$ cat config.mk
export PLATFORM = sky130hd
export DESIGN_NAME = sbus_frame_decoder
export DESIGN_NICKNAME = d
export VERILOG_FILES = /design/src/sv/sfd_pkg.sv /design/src/sv/sfd_unpack.sv /design/src/sv/sfd_emit.sv /design/src/sv/sbus_frame_decoder.sv
export SDC_FILE = /design/constraint.sdc
export NUM_CORES = 1
export LEC_CHECK = 0
export BUFFER_PORTS_ARGS = -buffer_cell sky130_fd_sc_hd__buf_2
export CORE_MARGIN = 3
export CORE_UTILIZATION = 60
export CTS_CLUSTER_SIZE = 10
export DETAILED_ROUTE_END_ITERATION = 7
export GPL_ROUTABILITY_DRIVEN = 0
export PLACE_DENSITY = 0.76
export SYNTH_ARGS = -nofsm -noshare
export SYNTH_HDL_FRONTEND = slang
export SYNTH_HIERARCHICAL = 1
export SYNTH_SLANG_ARGS = --single-unit
$ cat constraint.sdc
create_clock -name clk -period 7.5 [get_ports clk]
set_input_delay 0.375 -clock clk [delete_from_list [all_inputs] [get_ports clk]]
set_output_delay 0.375 -clock clk [all_outputs]
set_load 0.02 [all_outputs]
$ cat src/sv/sfd_pkg.sv
// ----------------------------------------------------------------------------
// sfd_pkg: shared types and constants
// Frame layout, status codes and the frame verdict handed from unpacker to
// result sequencer.
// ----------------------------------------------------------------------------
`default_nettype none

package sfd_pkg;

    localparam int NUM_CHANS  = 16;
    localparam int CHAN_BITS  = 11;
    localparam int ACC_BITS   = 18;
    localparam int POS_BITS   = 5;
    localparam int IDX_BITS   = 4;

    localparam logic [7:0] START_BYTE = 8'h0F;
    localparam logic [7:0] END_BYTE   = 8'h00;

    localparam logic [POS_BITS-1:0] LAST_DATA_POS = 5'd22;
    localparam logic [POS_BITS-1:0] FLAG_POS      = 5'd23;
    localparam logic [POS_BITS-1:0] END_POS       = 5'd24;
    localparam logic [POS_BITS-1:0] IDLE_POS      = 5'd25;

    localparam int LOST_BIT     = 2;
    localparam int FAILSAFE_BIT = 3;

    localparam logic [1:0] LINK_OK       = 2'd0;
    localparam logic [1:0] LINK_LOST     = 2'd1;
    localparam logic [1:0] LINK_FAILSAFE = 2'd2;

    typedef logic [NUM_CHANS-1:0][CHAN_BITS-1:0] chan_arr_t;

    typedef struct packed {
        logic       load;
        logic       good;
        logic       digital_one;
        logic       digital_two;
        logic [1:0] link_status;
        logic       end_pending;
    } verdict_t;

endpackage

`default_nettype wire

$ cat src/sv/sfd_unpack.sv
// ----------------------------------------------------------------------------
// sfd_unpack: frame byte tracker and channel unpacker
// Follows the byte position, unpacks data bytes LSB first into 11-bit
// channels and judges the frame on its end byte.
// ----------------------------------------------------------------------------
`default_nettype none

module sfd_unpack (
    input  wire logic              clk,
    input  wire logic              rst_n,
    input  wire logic              accept,
    input  wire logic [7:0]        rx_byte,
    input  wire logic              frame_start,
    output sfd_pkg::chan_arr_t     channels,
    output sfd_pkg::verdict_t      verdict
);
    import sfd_pkg::*;

    logic [POS_BITS-1:0]  pos_reg,    pos_next;
    logic                 sgood_reg,  sgood_next;
    logic [ACC_BITS-1:0]  acc_reg,    acc_next;
    logic [4:0]           held_reg,   held_next;
    logic [4:0]           count_reg,  count_next;
    logic [7:0]           flag_reg,   flag_next;
    logic [CHAN_BITS-1:0] store_reg [NUM_CHANS];

    logic [ACC_BITS-1:0]  acc_or;
    logic [4:0]           held_sum;
    logic                 chan_done;
    logic                 data_pos;
    logic                 store_we;

    assign acc_or    = acc_reg | (ACC_BITS'(rx_byte) << held_reg);
    assign held_sum  = held_reg + 5'd8;
    assign chan_done = (held_sum >= 5'(CHAN_BITS));
    assign data_pos  = (pos_reg != '0) && (pos_reg <= LAST_DATA_POS);
    assign store_we  = accept && !frame_start && data_pos && chan_done && !count_reg[4];

    always_comb
    begin
        pos_next   = pos_reg;
        sgood_next = sgood_reg;
        acc_next   = acc_reg;
        held_next  = held_reg;
        count_next = count_reg;
        flag_next  = flag_reg;
        if (accept)
        begin
            if (frame_start)
            begin
                sgood_next = (rx_byte == START_BYTE);
                acc_next   = '0;
                held_next  = '0;
                count_next = '0;
                flag_next  = '0;
                pos_next   = 5'd1;
            end
            else if (data_pos)
            begin
                pos_next = pos_reg + 5'd1;
                if (chan_done)
                begin
                    acc_next   = acc_or >> CHAN_BITS;
                    held_next  = held_sum - 5'(CHAN_BITS);
                    count_next = count_reg + 5'd1;
                end
                else
                begin
                    acc_next  = acc_or;
                    held_next = held_sum;
                end
            end
            else if (pos_reg == FLAG_POS)
            begin
                flag_next = rx_byte;
                pos_next  = END_POS;
            end
            else if (pos_reg == END_POS)
            begin
                pos_next = IDLE_POS;
            end
        end
    end

    always_ff @(posedge clk or negedge rst_n)
    begin
        if (!rst_n)
        begin
            pos_reg   <= IDLE_POS;
            sgood_reg <= 1'b0;
            acc_reg   <= '0;
            held_reg  <= '0;
            count_reg <= '0;
            flag_reg  <= '0;
        end
        else
        begin
            pos_reg   <= pos_next;
            sgood_reg <= sgood_next;
            acc_reg   <= acc_next;
            held_reg  <= held_next;
            count_reg <= count_next;
            flag_reg  <= flag_next;
        end
    end

    always_ff @(posedge clk)
    begin
        if (store_we)
        begin
            store_reg[count_reg[IDX_BITS-1:0]] <= acc_or[CHAN_BITS-1:0];
        end
    end

    always_comb
    begin
        for (int i = 0; i < NUM_CHANS; i++)
        begin
            channels[i] = store_reg[i];
        end
    end

    always_comb
    begin
        verdict.load        = accept && !frame_start && (pos_reg == END_POS);
        verdict.good        = sgood_reg && (rx_byte == END_BYTE);
        verdict.digital_one = flag_reg[0];
        verdict.digital_two = flag_reg[1];
        if (flag_reg[FAILSAFE_BIT])
            verdict.link_status = LINK_FAILSAFE;
        else if (flag_reg[LOST_BIT])
            verdict.link_status = LINK_LOST;
        else
            verdict.link_status = LINK_OK;
        verdict.end_pending = (pos_reg == END_POS);
    end

endmodule

`default_nettype wire

$ cat src/sv/sfd_emit.sv
// ----------------------------------------------------------------------------
// sfd_emit: result sequencer
// Snapshots the channels of a judged frame and plays them out one request
// per cycle while out_ready is high, or a single error request for a bad frame.
// ----------------------------------------------------------------------------
`default_nettype none

module sfd_emit (
    input  wire logic                        clk,
    input  wire logic                        rst_n,
    input  wire sfd_pkg::verdict_t           verdict,
    input  wire sfd_pkg::chan_arr_t          channels,
    output logic                             busy,
    output logic                             out_valid,
    input  wire logic                        out_ready,
    output logic [sfd_pkg::IDX_BITS-1:0]     channel_index,
    output logic [sfd_pkg::CHAN_BITS-1:0]    channel_value,
    output logic                             digital_one,
    output logic                             digital_two,
    output logic [1:0]                       link_status,
    output logic                             frame_ok,
    output logic                             last_of_run
);
    import sfd_pkg::*;

    logic                busy_reg, busy_next;
    logic [IDX_BITS-1:0] idx_reg,  idx_next;
    logic                err_reg,  err_next;
    chan_arr_t           snap_reg;
    logic                d1_reg, d2_reg;
    logic [1:0]          link_reg;
    logic                fire;
    logic                last;

    assign fire = busy_reg && out_ready;
    assign last = err_reg || (idx_reg == IDX_BITS'(NUM_CHANS - 1));

    always_comb
    begin
        busy_next = busy_reg;
        idx_next  = idx_reg;
        err_next  = err_reg;
        if (verdict.load)
        begin
            busy_next = 1'b1;
            idx_next  = '0;
            err_next  = !verdict.good;
        end
        else if (fire)
        begin
            if (last)
                busy_next = 1'b0;
            else
                idx_next = idx_reg + 1'b1;
        end
    end

    always_ff @(posedge clk or negedge rst_n)
    begin
        if (!rst_n)
        begin
            busy_reg <= 1'b0;
            idx_reg  <= '0;
            err_reg  <= 1'b0;
        end
        else
        begin
            busy_reg <= busy_next;
            idx_reg  <= idx_next;
            err_reg  <= err_next;
        end
    end

    always_ff @(posedge clk)
    begin
        if (verdict.load)
        begin
            snap_reg <= channels;
            d1_reg   <= verdict.digital_one;
            d2_reg   <= verdict.digital_two;
            link_reg <= verdict.link_status;
        end
    end

    assign busy          = busy_reg;
    assign out_valid     = busy_reg;
    assign channel_index = err_reg ? '0 : idx_reg;
    assign channel_value = err_reg ? '0 : snap_reg[idx_reg];
    assign digital_one   = err_reg ? 1'b0 : d1_reg;
    assign digital_two   = err_reg ? 1'b0 : d2_reg;
    assign link_status   = err_reg ? LINK_OK : link_reg;
    assign frame_ok      = !err_reg;
    assign last_of_run   = last;

    a_load_idle: assert property (@(posedge clk) disable iff (!rst_n)
        verdict.load |-> !busy_reg)
        else $error("frame verdict while a run is still pending");

    a_last_ends: assert property (@(posedge clk) disable iff (!rst_n)
        (fire && last && !verdict.load) |=> !out_valid)
        else $error("run continues after its last request");

    a_err_single: assert property (@(posedge clk) disable iff (!rst_n)
        (out_valid && !frame_ok) |-> (last_of_run && channel_value == '0))
        else $error("error request malformed");

    a_idx_step: assert property (@(posedge clk) disable iff (!rst_n)
        (fire && !last && !verdict.load) |=> (idx_reg == $past(idx_reg) + 1'b1))
        else $error("channel index skipped");

endmodule

`default_nettype wire

$ cat src/sv/sbus_frame_decoder.sv
// ----------------------------------------------------------------------------
// sbus_frame_decoder: 16-channel 11-bit serial frame decoder
// Unpacks 25-byte frames into channel requests with digital and link status.
// ----------------------------------------------------------------------------
// Input stream: one received byte per request on s_axis_tdata, with
// s_axis_tuser high on the first byte of a frame. Such a byte always begins
// a new frame, dropping any partial one. Bytes outside a frame are dropped.
// Output stream: on the end byte of a good frame, 16 channel requests follow,
// one per cycle while the receiver is ready, starting the cycle after the end
// byte is taken; tlast marks channel 15. A bad start or end byte gives one error
// request (tuser low, tlast high) instead.
// Throughput: one input byte per cycle. The 16-request run plays out from a
// snapshot, so the next frame's bytes flow in meanwhile; only the end byte
// of a frame waits (tready low) while the previous run is still pending.
// A receiver stall holds the current request and the run.
// Reset clears the byte tracker to idle (waiting for a frame start) and drops
// any pending run; the channel store itself is not cleared.
// ----------------------------------------------------------------------------
`default_nettype none

module sbus_frame_decoder (
    input  wire logic        clk,
    input  wire logic        rst_n,
    input  wire logic        s_axis_tvalid,
    output logic             s_axis_tready,
    input  wire logic [7:0]  s_axis_tdata,   // [7:0] rx_byte
    input  wire logic        s_axis_tuser,   // [0] frame_start
    output logic             m_axis_tvalid,
    input  wire logic        m_axis_tready,
    output logic [23:0]      m_axis_tdata,   // [3:0] channel_index, [14:4] channel_value,
                                             // [15] digital_one, [16] digital_two,
                                             // [18:17] link_status, [23:19] zero
    output logic             m_axis_tuser,   // [0] frame_ok
    output logic             m_axis_tlast    // last_of_run
);
    import sfd_pkg::*;

    chan_arr_t            channels;
    verdict_t             verdict;
    logic                 busy;
    logic                 accept;
    logic [IDX_BITS-1:0]  channel_index;
    logic [CHAN_BITS-1:0] channel_value;
    logic                 digital_one;
    logic                 digital_two;
    logic [1:0]           link_status;

    assign s_axis_tready = !(verdict.end_pending && busy);
    assign accept        = s_axis_tvalid && s_axis_tready;

    sfd_unpack u_unpack (
        .clk         (clk),
        .rst_n       (rst_n),
        .accept      (accept),
        .rx_byte     (s_axis_tdata),
        .frame_start (s_axis_tuser),
        .channels    (channels),
        .verdict     (verdict)
    );

    sfd_emit u_emit (
        .clk           (clk),
        .rst_n         (rst_n),
        .verdict       (verdict),
        .channels      (channels),
        .busy          (busy),
        .out_valid     (m_axis_tvalid),
        .out_ready     (m_axis_tready),
        .channel_index (channel_index),
        .channel_value (channel_value),
        .digital_one   (digital_one),
        .digital_two   (digital_two),
        .link_status   (link_status),
        .frame_ok      (m_axis_tuser),
        .last_of_run   (m_axis_tlast)
    );

    assign m_axis_tdata = {5'd0, link_status, digital_two, digital_one,
                           channel_value, channel_index};

endmodule

`default_nettype wire

==> flow_metrics.env, run 1 <==
export IMPL_status="completed"
export IMPL_port_buffers=35
export IMPL_synth_distinct_cells=71
export IMPL_cts_tree="yes"
export IMPL_dp_hpwl_um=18700
export IMPL_cts_resized=0
export IMPL_place_inst=1230
export IMPL_worstSetupPathType="reg -> reg"
export IMPL_grt_overflow=0
export IMPL_p_leak_nw=5.75
export IMPL_die_area_um2=27800
export IMPL_critical_path_arrival_ps=4090
export IMPL_critPathRequiredTime_ps=7640
export IMPL_antenna_found_initial=0
export IMPL_synth_area_leaders="edfxtp_1 (69%), dfrtp_1 (6.6%), mux2i_1 (5.2%)"
export IMPL_clkSlewWorstSetupHoldPaths_ps=60
export IMPL_slew_headroom_pct=21.7
export IMPL_grt_pass1_wl_um=47100
export IMPL_clk_latency_ps=530
export IMPL_crit_path_max_fanout=75
export IMPL_synthFlopType="edfxtp_1"
export IMPL_power_net_switching_w=0.00182
export IMPL_diodes=0
export IMPL_synth_top_area_share_pct=69.1
export IMPL_p_int_w=0.00431
export IMPL_synth_edf_count=356
export IMPL_fin_cells=1296
export IMPL_rows=58
export IMPL_clockBufferDepth=3
export IMPL_nets=971
export IMPL_setup_viol=0
export IMPL_coreArea_um2=25300
export IMPL_htreeDepth=2
export IMPL_via_count=7992
export IMPL_cts_hold_buf=0
export IMPL_firstDrtPassIters=5
export IMPL_rsz0062_at_grt="no"
export IMPL_period_minus_slack_ps=3950
export IMPL_fp_dieW_um=167
export IMPL_cts_setup_buffers=0
export IMPL_endpoint_kind="flip-flop"
export IMPL_postSynthCellCount=906
export IMPL_routed_wl_um=31000
export IMPL_comb_power_share_pct=20.6
export IMPL_skew_ps=19.2
export IMPL_clock_fmax_ghz=0.253
export IMPL_power_total_w=0.00614
export IMPL_slew_violations=0
export IMPL_cts_made_buffers=46
export IMPL_syn_area_per_cell_um2=17.1
export IMPL_grt_max_degree=76
export IMPL_drtAntennaViolNets=0
export IMPL_hold_viol=0
export IMPL_vdd_ir_drop_max_v=0.000220
export IMPL_yosysTopAreaCell="edfxtp_1"
export IMPL_initial_utilization_pct=61.3
export IMPL_clock_sinks=400
export IMPL_ys_warnings_count=6
export IMPL_viasPerCell=6.17
export IMPL_track_usage_pct=22.5
export IMPL_tightest_slew_ps=1170
export IMPL_io_pins=41
export IMPL_power_switching_share_pct=29.7
export IMPL_grt_pass1_vias=7899
export IMPL_maxCapViolations=0
export IMPL_drcViolationCount=0
export IMPL_wl_per_cell_um=23.9
export IMPL_netlist_area_um2=15500
export IMPL_tns_ps=0
export IMPL_clkPwrFrac_pct=31.7
export IMPL_final_core_util_pct=67.7
export IMPL_synthArstFlopShare_pct=11.0
export IMPL_cts_root_buf="clkbuf_16"
export IMPL_pwr_share_seq_pct=47.7
export IMPL_drive_gt1_share_pct=12.9
export IMPL_start_kind="flip-flop"
export IMPL_synth_seq_area_share_pct=76.2
export IMPL_powerDensity_nw_per_um2=359
export IMPL_syn2layout_area_growth_pct=10.5
export IMPL_die_y_um=167
export IMPL_fin_crit_sh_pct=52.6
export IMPL_yosys_register_bits=400
export IMPL_hold_class="in -> async"
export IMPL_dr_first_iter_drc_count=903
critical path, cell delays in order, from the launching register on:
cell and delay [ps]:
dfstp_2 560, inv_1 70, ha_1 230, nor3b_1 180, a21boi_1 170, buf_4 280
nor2b_1 430, and2_4 830, buf_4 700
layout make-up:
cell class	count	area, um2
clock buffers	64	1280
clock inverters	2	12.5
fillers	1613	8160
inverters	21	78.8
multi-input cells	436	3270
flip-flops and latches	400	11800
well taps	330	413
repair buffers	43	235
synthesized netlist by cell type, types with 13 or more instances:
cell        n
o21ai_1    26
a21oi_1    25
dfrtp_1    41
inv_1      20
nand2_1    32
buf_4      16
nor2_1     47
nand2b_1   14
a22oi_1    27
edfxtp_1  356
clkbuf_1   16
mux2i_1    80
nor2b_1    13
final timing paths:
| path | from | to | slack, ps | depth (start not counted) |
|---|---|---|---|---|
| worst max-delay path | u_unpack/pos_reg[0] | u_emit/snap_reg[98] | 3550 | 8 |
| worst min-delay path | rst_n | u_unpack/acc_reg[12] | 4 | 1 |
| worst max register to register | u_unpack/pos_reg[0] | u_emit/snap_reg[98] | 3550 | 8 |
| worst min register to register | u_unpack/store_reg[7][7] | u_emit/snap_reg[84] | 410 | 0 |
| max in group asynchronous | rst_n | u_emit/idx_reg[0] | 6740 | 1 |
| min in group clk | m_axis_tready | u_emit/busy | 150 | 3 |
metrics by stage:
stage               worst slack (ps)  cell area, um2  hold slack, ps
global route                    3290           17100            92.1
global placement                3680           15800             400
CTS                             3570           17100            46.3
detailed placement              3590           15800             405
finish                          3550           17100            3.69
floorplan                        982           15500            79.4
logic make-up (layout without fill, tap and decap cells):
kind of cell / after synthesis / in the layout / synth area share [%]
muxes: 94 / 94 / 7.31
buffers and inverters: 74 / 130 / 2.84
DFF: 400 / 400 / 76.2
AOI/OAI and AO/OA: 152 / 152 / 6.77
and+or+nand+nor: 171 / 171 / 5.79
xor gates and xnor gates: 4 / 4 / 0.226
other: 1 / 5 / 0.0242
adders and majority gates: 10 / 10 / 0.809
layout by cell type, fill, tap and decap left out, types with 3 or more instances in the layout:
cell       instances
conb_1             5
ha_1              10
a22o_1             3
mux2i_1           80
nand3_1           12
mux4_1             7
and2_1             3
nand2_1           32
clkbuf_1          15
o21ai_0            8
a22oi_1           27
nor3b_1            3
nor2_1            47
o22ai_1            9
edfxtp_1         356
o211ai_1           3
a21oi_1           25
mux4_2             6
or3_1              5
nor3_2             3
xnor2_1            3
clkbuf_16         49
dfstp_2            3
a21o_1             6
buf_2             35
and3_1             6
a31oi_1            5
dfrtp_1           39
nor3_1             9
a221oi_1          10
nand2b_1          14
a221o_1            3
nor4_1             3
buf_4              8
nor2b_1           13
o21ai_1           26
or2_2              5
inv_1             20
nand4b_1           3
metal layers:
metal | global-route usage (%) | vias up | wire length, um
li1 | - | 3589 | -
met1 | 33.0 | 3975 | 12900
met2 | 35.3 | 364 | 14800
met3 | 3.61 | 64 | 2410
met4 | 7.39 | 0 | 927
met5 | 0 | - | 0
power by group through the flow:
| stage | Clock [W] | Combinational, W | Sequential (W) |
|---|---|---|---|
| floorplan | 0 | 0.000878 | 0.00288 |
| global placement | 0 | 0.00124 | 0.00296 |
| detailed placement | 0 | 0.00126 | 0.00297 |
| CTS | 0.00197 | 0.00126 | 0.00292 |
| global route | 0.00206 | 0.00136 | 0.00294 |
| finish | 0.00195 | 0.00127 | 0.00293 |
No activity file was read; power rests on OpenSTA's default activity.
==> inputs of run 2 (changes only) <==
- clock period: 7.5 -> 4 ns (I/O delays scaled with it)
==> flow_metrics.env, run 2 (synthesis results as in run 1) <==
export IMPL_tightest_slew_ps=1080
export IMPL_finalWorstSetupSlack_ps=560
export IMPL_fill_cells=1616
export IMPL_maxCapViolations=0
export IMPL_die_area_um2=27800
export IMPL_clock_fmax_ghz=0.291
export IMPL_status="completed"
export IMPL_critPathRequiredTime_ps=4150
export IMPL_pre_cts_ws_ps=581
export IMPL_crit_chain="inv_1 > ha_1 > nor3b_1 > a21boi_1 > nor2b_1 > nand3_4 > or3_1 > nor2_1"
export IMPL_drive_gt1_share_pct=13.8
export IMPL_regArea_um2=11800
export IMPL_worst_path_max_delay_cell="nor2_1"
export IMPL_clockBufferDepth=3
export IMPL_final_cell_mix="edfxtp_1 (356), mux2i_1 (80), nor2_1 (47)"
export IMPL_slew_violations=0
export IMPL_multi_input_area_um2=3260
export IMPL_vdd_ir_drop_max_v=0.000381
export IMPL_io_pins=41
export IMPL_routed_wl_um=31400
export IMPL_power_total_w=0.0114
export IMPL_clock_sinks=400
export IMPL_endpoint_kind="flip-flop"
export IMPL_clk_latency_ps=540
export IMPL_grt_pass1_vias=7855
export IMPL_grt_overflow=0
export IMPL_worstSetupPathType="reg -> reg"
export IMPL_nets=985
export IMPL_die_y_um=167
export IMPL_drcViolationCount=0
export IMPL_dp_hpwl_um=19100
export IMPL_dr_first_iter_drc_count=910
export IMPL_slew_headroom_pct=27.7
export IMPL_cts_root_buf="clkbuf_16"
export IMPL_diodes=0
export IMPL_antenna_found_initial=0
export IMPL_critical_path_arrival_ps=3590
export IMPL_track_usage_pct=22.9
export IMPL_cts_hold_buf=2
export IMPL_firstDrtPassIters=5
export IMPL_syn2layout_area_growth_pct=11.0
export IMPL_rsz0062_at_grt="no"
export IMPL_start_kind="flip-flop"
export IMPL_final_common_cell="edfxtp_1"
export IMPL_clkSlewWorstSetupHoldPaths_ps=50
export IMPL_coreArea_um2=25300
export IMPL_via_count=8014
export IMPL_cts_setup_buffers=0
export IMPL_critPathMaxStageDelay_ps=700
export IMPL_period_minus_slack_ps=3440
export IMPL_wl_per_cell_um=24.1
export IMPL_cts_made_buffers=46
export IMPL_powerDensity_nw_per_um2=665
export IMPL_drtAntennaViolNets=0
export IMPL_rows=58
export IMPL_hold_class="in -> reg"
export IMPL_fin_crit_sh_pct=86.0
export IMPL_cts_resized=0
export IMPL_fp_dieW_um=167
export IMPL_viasPerCell=6.13
export IMPL_skew_ps=19.8
export IMPL_p_leak_nw=5.81
export IMPL_grt_pass1_wl_um=47900
export IMPL_crit_path_max_fanout=13
export IMPL_tns_ps=0
export IMPL_setup_viol=0
export IMPL_hold_viol=0
export IMPL_initial_utilization_pct=61.3
export IMPL_grt_max_degree=80
export IMPL_htreeDepth=2
export IMPL_cts_tree="yes"
export IMPL_final_core_util_pct=68.0
export IMPL_port_buffers=35
## run 2: per-layer routing
layer | global-route usage, % | share of wire (%) | vias up
li1 | - | - | 3616
met3 | 3.51 | 8.2 | 51
met4 | 6.67 | 2.2 | 0
met1 | 33.7 | 41 | 3964
met2 | 36.4 | 48 | 383
met5 | 0 | 0 | -
## run 2: critical path, delay by kind of cell, from the launching register on
family	cells	cell delay (ps)
simple gates	5	2000
flops	1	560
fa+ha+maj	1	230
compound gates	1	210
buf+inv	1	70
## run 2: final cells by class
| class | count | area share [%] |
|---|---|---|
| Clock buffer | 59 | 6.99 |
| Clock inverter | 4 | 0.284 |
| Inverter | 21 | 0.459 |
| Multi-Input combinational cell | 436 | 19.0 |
| Sequential cell | 400 | 68.7 |
| Tap cell | 330 | 2.40 |
| Timing Repair Buffer | 57 | 2.16 |
## run 2: metrics by stage
step,hold slack [ps],cells,area [um2]
2_1_floorplan,-95.6,910,15500
3_3_place_gp,400,1242,15900
3_5_place_dp,405,1242,15900
4_1_cts,6.82,1307,17200
5_1_grt,65.2,1307,17200
6_report,27.3,1307,17200
## run 2: path summary, 6_finish.rpt
| path | cells after the start | startpoint | end | slack (ps) |
|---|---|---|---|---|
| setup / recovery | 8 | u_unpack/pos_reg[0] | u_unpack/store_reg[2][6] | 560 |
| hold / removal | 4 | s_axis_tdata[4] | u_unpack/sgood_reg | 30 |
| max in group asynchronous | 2 | rst_n | u_emit/idx_reg[0] | 2930 |
| min in group asynchronous | 2 | rst_n | u_unpack/acc_reg[9] | 370 |
| hold reg to reg | 0 | u_unpack/store_reg[13][6] | u_emit/snap_reg[149] | 410 |
| setup reg to reg | 8 | u_unpack/pos_reg[0] | u_unpack/store_reg[2][6] | 560 |
## run 2: power by group
group	internal, W	switching [W]
Sequential	0.00524	0.000230
Combinational	0.000661	0.00174
Clock	0.00208	0.00146
==> inputs of run 3 (changes only) <==
- SYNTH_HIERARCHICAL: 1 -> not set
==> flow_metrics.env, run 3 <==
export IMPL_status="completed"
export IMPL_power_total_w=0.0105
export IMPL_drtAntennaViolNets=0
export IMPL_powerDensity_nw_per_um2=613
export IMPL_die_y_um=166
export IMPL_synthFlopType="edfxtp_1"
export IMPL_setup_viol=0
export IMPL_critical_path_arrival_ps=3170
export IMPL_ys_warnings_count=0
export IMPL_finalWorstSetupSlack_ps=634
export IMPL_nets=923
export IMPL_coreArea_um2=24700
export IMPL_grt_pass1_vias=8057
export IMPL_syn2layout_area_growth_pct=12.7
export IMPL_pre_cts_ws_ps=730
export IMPL_clock_fmax_ghz=0.297
export IMPL_cts_tree="yes"
export IMPL_clockBufferDepth=3
export IMPL_yosysTopAreaCell="edfxtp_1"
export IMPL_track_usage_pct=23.0
export IMPL_hold_viol=0
export IMPL_vdd_ir_drop_max_v=0.000484
export IMPL_yosysMostFrequentCell="edfxtp_1"
export IMPL_tightest_slew_ps=1130
export IMPL_cts_resized=0
export IMPL_clk_latency_ps=520
export IMPL_synth_seq_area_share_pct=77.2
export IMPL_postSynthCellCount=828
export IMPL_netlist_area_um2=15300
export IMPL_yosys_register_bits=400
export IMPL_slew_headroom_pct=23.9
export IMPL_final_common_cell="edfxtp_1"
export IMPL_port_buffers=35
export IMPL_p_leak_nw=5.72
export IMPL_fp_dieW_um=166
export IMPL_via_count=7889
export IMPL_dr_first_iter_drc_count=909
export IMPL_grt_pass1_wl_um=46000
export IMPL_period_minus_slack_ps=3370
export IMPL_drcViolationCount=0
export IMPL_syn_area_per_cell_um2=18.4
export IMPL_initial_utilization_pct=61.9
export IMPL_routed_wl_um=30600
export IMPL_clkSlewWorstSetupHoldPaths_ps=50
export IMPL_synth_top_area_share_pct=70.0
export IMPL_htreeDepth=2
export IMPL_crit_path_max_fanout=21
export IMPL_dp_hpwl_um=18500
export IMPL_critPathRequiredTime_ps=3800
export IMPL_wl_per_cell_um=24.7
export IMPL_io_pins=41
export IMPL_grt_max_degree=97
export IMPL_fin_crit_sh_pct=84.1
export IMPL_diodes=0
export IMPL_drive_gt1_share_pct=21.2
export IMPL_synth_edf_count=356
export IMPL_synth_distinct_cells=76
export IMPL_die_area_um2=27400
export IMPL_worstSetupPathType="reg -> out"
export IMPL_cts_root_buf="clkbuf_16"
export IMPL_synth_area_leaders="edfxtp_1 (70%), dfrtp_1 (6.7%), mux4_2 (6.5%)"
export IMPL_final_cell_mix="edfxtp_1 (356), clkbuf_16 (46), mux4_2 (44)"
export IMPL_grt_overflow=0
export IMPL_start_kind="flip-flop"
export IMPL_slew_violations=0
export IMPL_cts_made_buffers=46
export IMPL_clock_sinks=400
export IMPL_rows=57
export IMPL_skew_ps=13.6
export IMPL_maxCapViolations=0
export IMPL_hold_class="in -> reg"
export IMPL_firstDrtPassIters=6
export IMPL_synthArstFlopShare_pct=11.0
export IMPL_rsz0062_at_grt="no"
export IMPL_antenna_found_initial=0
export IMPL_synth_commonest_cells="edfxtp_1 (356), mux4_2 (44), dfrtp_1 (41)"
export IMPL_viasPerCell=6.36
export IMPL_endpoint_kind="primary output"
## run 3: power by group
group | leakage (nW) | total [W] | internal [W] | switching, W
clock network | 0.597 | 0.00351 | 0.00208 | 0.00142
registers | 3.79 | 0.00534 | 0.00518 | 0.000164
logic | 1.33 | 0.00170 | 0.000450 | 0.00125
total | 5.72 | 0.0105 | 0.00771 | 0.00284
## run 3: logic make-up (layout without fill, tap and decap cells)
group                    Yosys count  count (layout)  synth area share [%]
other                              1               5                0.0246
multiplexers                      69              69                  8.17
adder cells (fa/ha/maj)           10              10                 0.819
AND/OR/NAND/NOR                  160             160                  5.60
buffers and inverters             61             145                  2.03
XOR/XNOR                           6               6                 0.344
flip-flops                       400             400                  77.2
AO/OA/AOI/OAI                    121             121                  5.76
## run 3: routing by layer
layer	up-vias	share of wire, %	GRT usage (%)
met4	0	4.7	10.5
met3	89	6.6	3.94
li1	3431	-	-
met5	-	0	0
met1	3977	39	30.3
met2	392	50	38.1
## run 3: area by class of cell
cell class	instances	area, um2
repair buffers	67	453
well taps	324	405
flip-flops and latches	400	11800
clock buffers	62	1210
inverters	14	52.6
multi-input cells	371	3260
clock inverters	2	25.0
fillers	1536	7470
## run 3: stage by stage
stage / cell area (um2) / hold slack [ps] / instances / TNS [ps] / utilization, %
3_5_place_dp: 15900 / 405 / 1171 / 0 / 64.5
4_1_cts: 17200 / 19.6 / 1240 / 0 / 69.7
3_3_place_gp: 15900 / 400 / 1171 / 0 / 64.5
2_1_floorplan: 15300 / -95.6 / 832 / -363560 / -
5_1_grt: 17200 / 27.2 / 1240 / 0 / 69.7
6_report: 17200 / 22.9 / 1240 / 0 / 69.7
## run 3: critical path: stages, from the launching register on
cell and delay, ps:
dfrtp_2 830, buf_4 420, mux4_2 560, a211oi_1 500, a211oi_1 100, buf_2 220
## run 3: path summary, 6_finish.rpt
path,startpoint,endpoint,slack (ps),cells past startpoint
setup / recovery,u_emit.idx_reg[0],m_axis_tdata[5],630,5
setup reg to reg,u_unpack.held_reg[3],u_unpack.store_reg[3][10],670,7
hold / removal,s_axis_tdata[4],u_unpack.sgood_reg,20,3
min in group asynchronous,rst_n,u_emit.busy,390,2
max in group asynchronous,rst_n,u_emit.idx_reg[0],2930,2
hold reg to reg,u_unpack.store_reg[2][8],u_emit.snap_reg[30],410,0
## run 3: timing repair
action                    in CTS  in global routing
hold buffers                   5                  0
buffers inserted               0                  0
hold endpoints to repair      45                  0
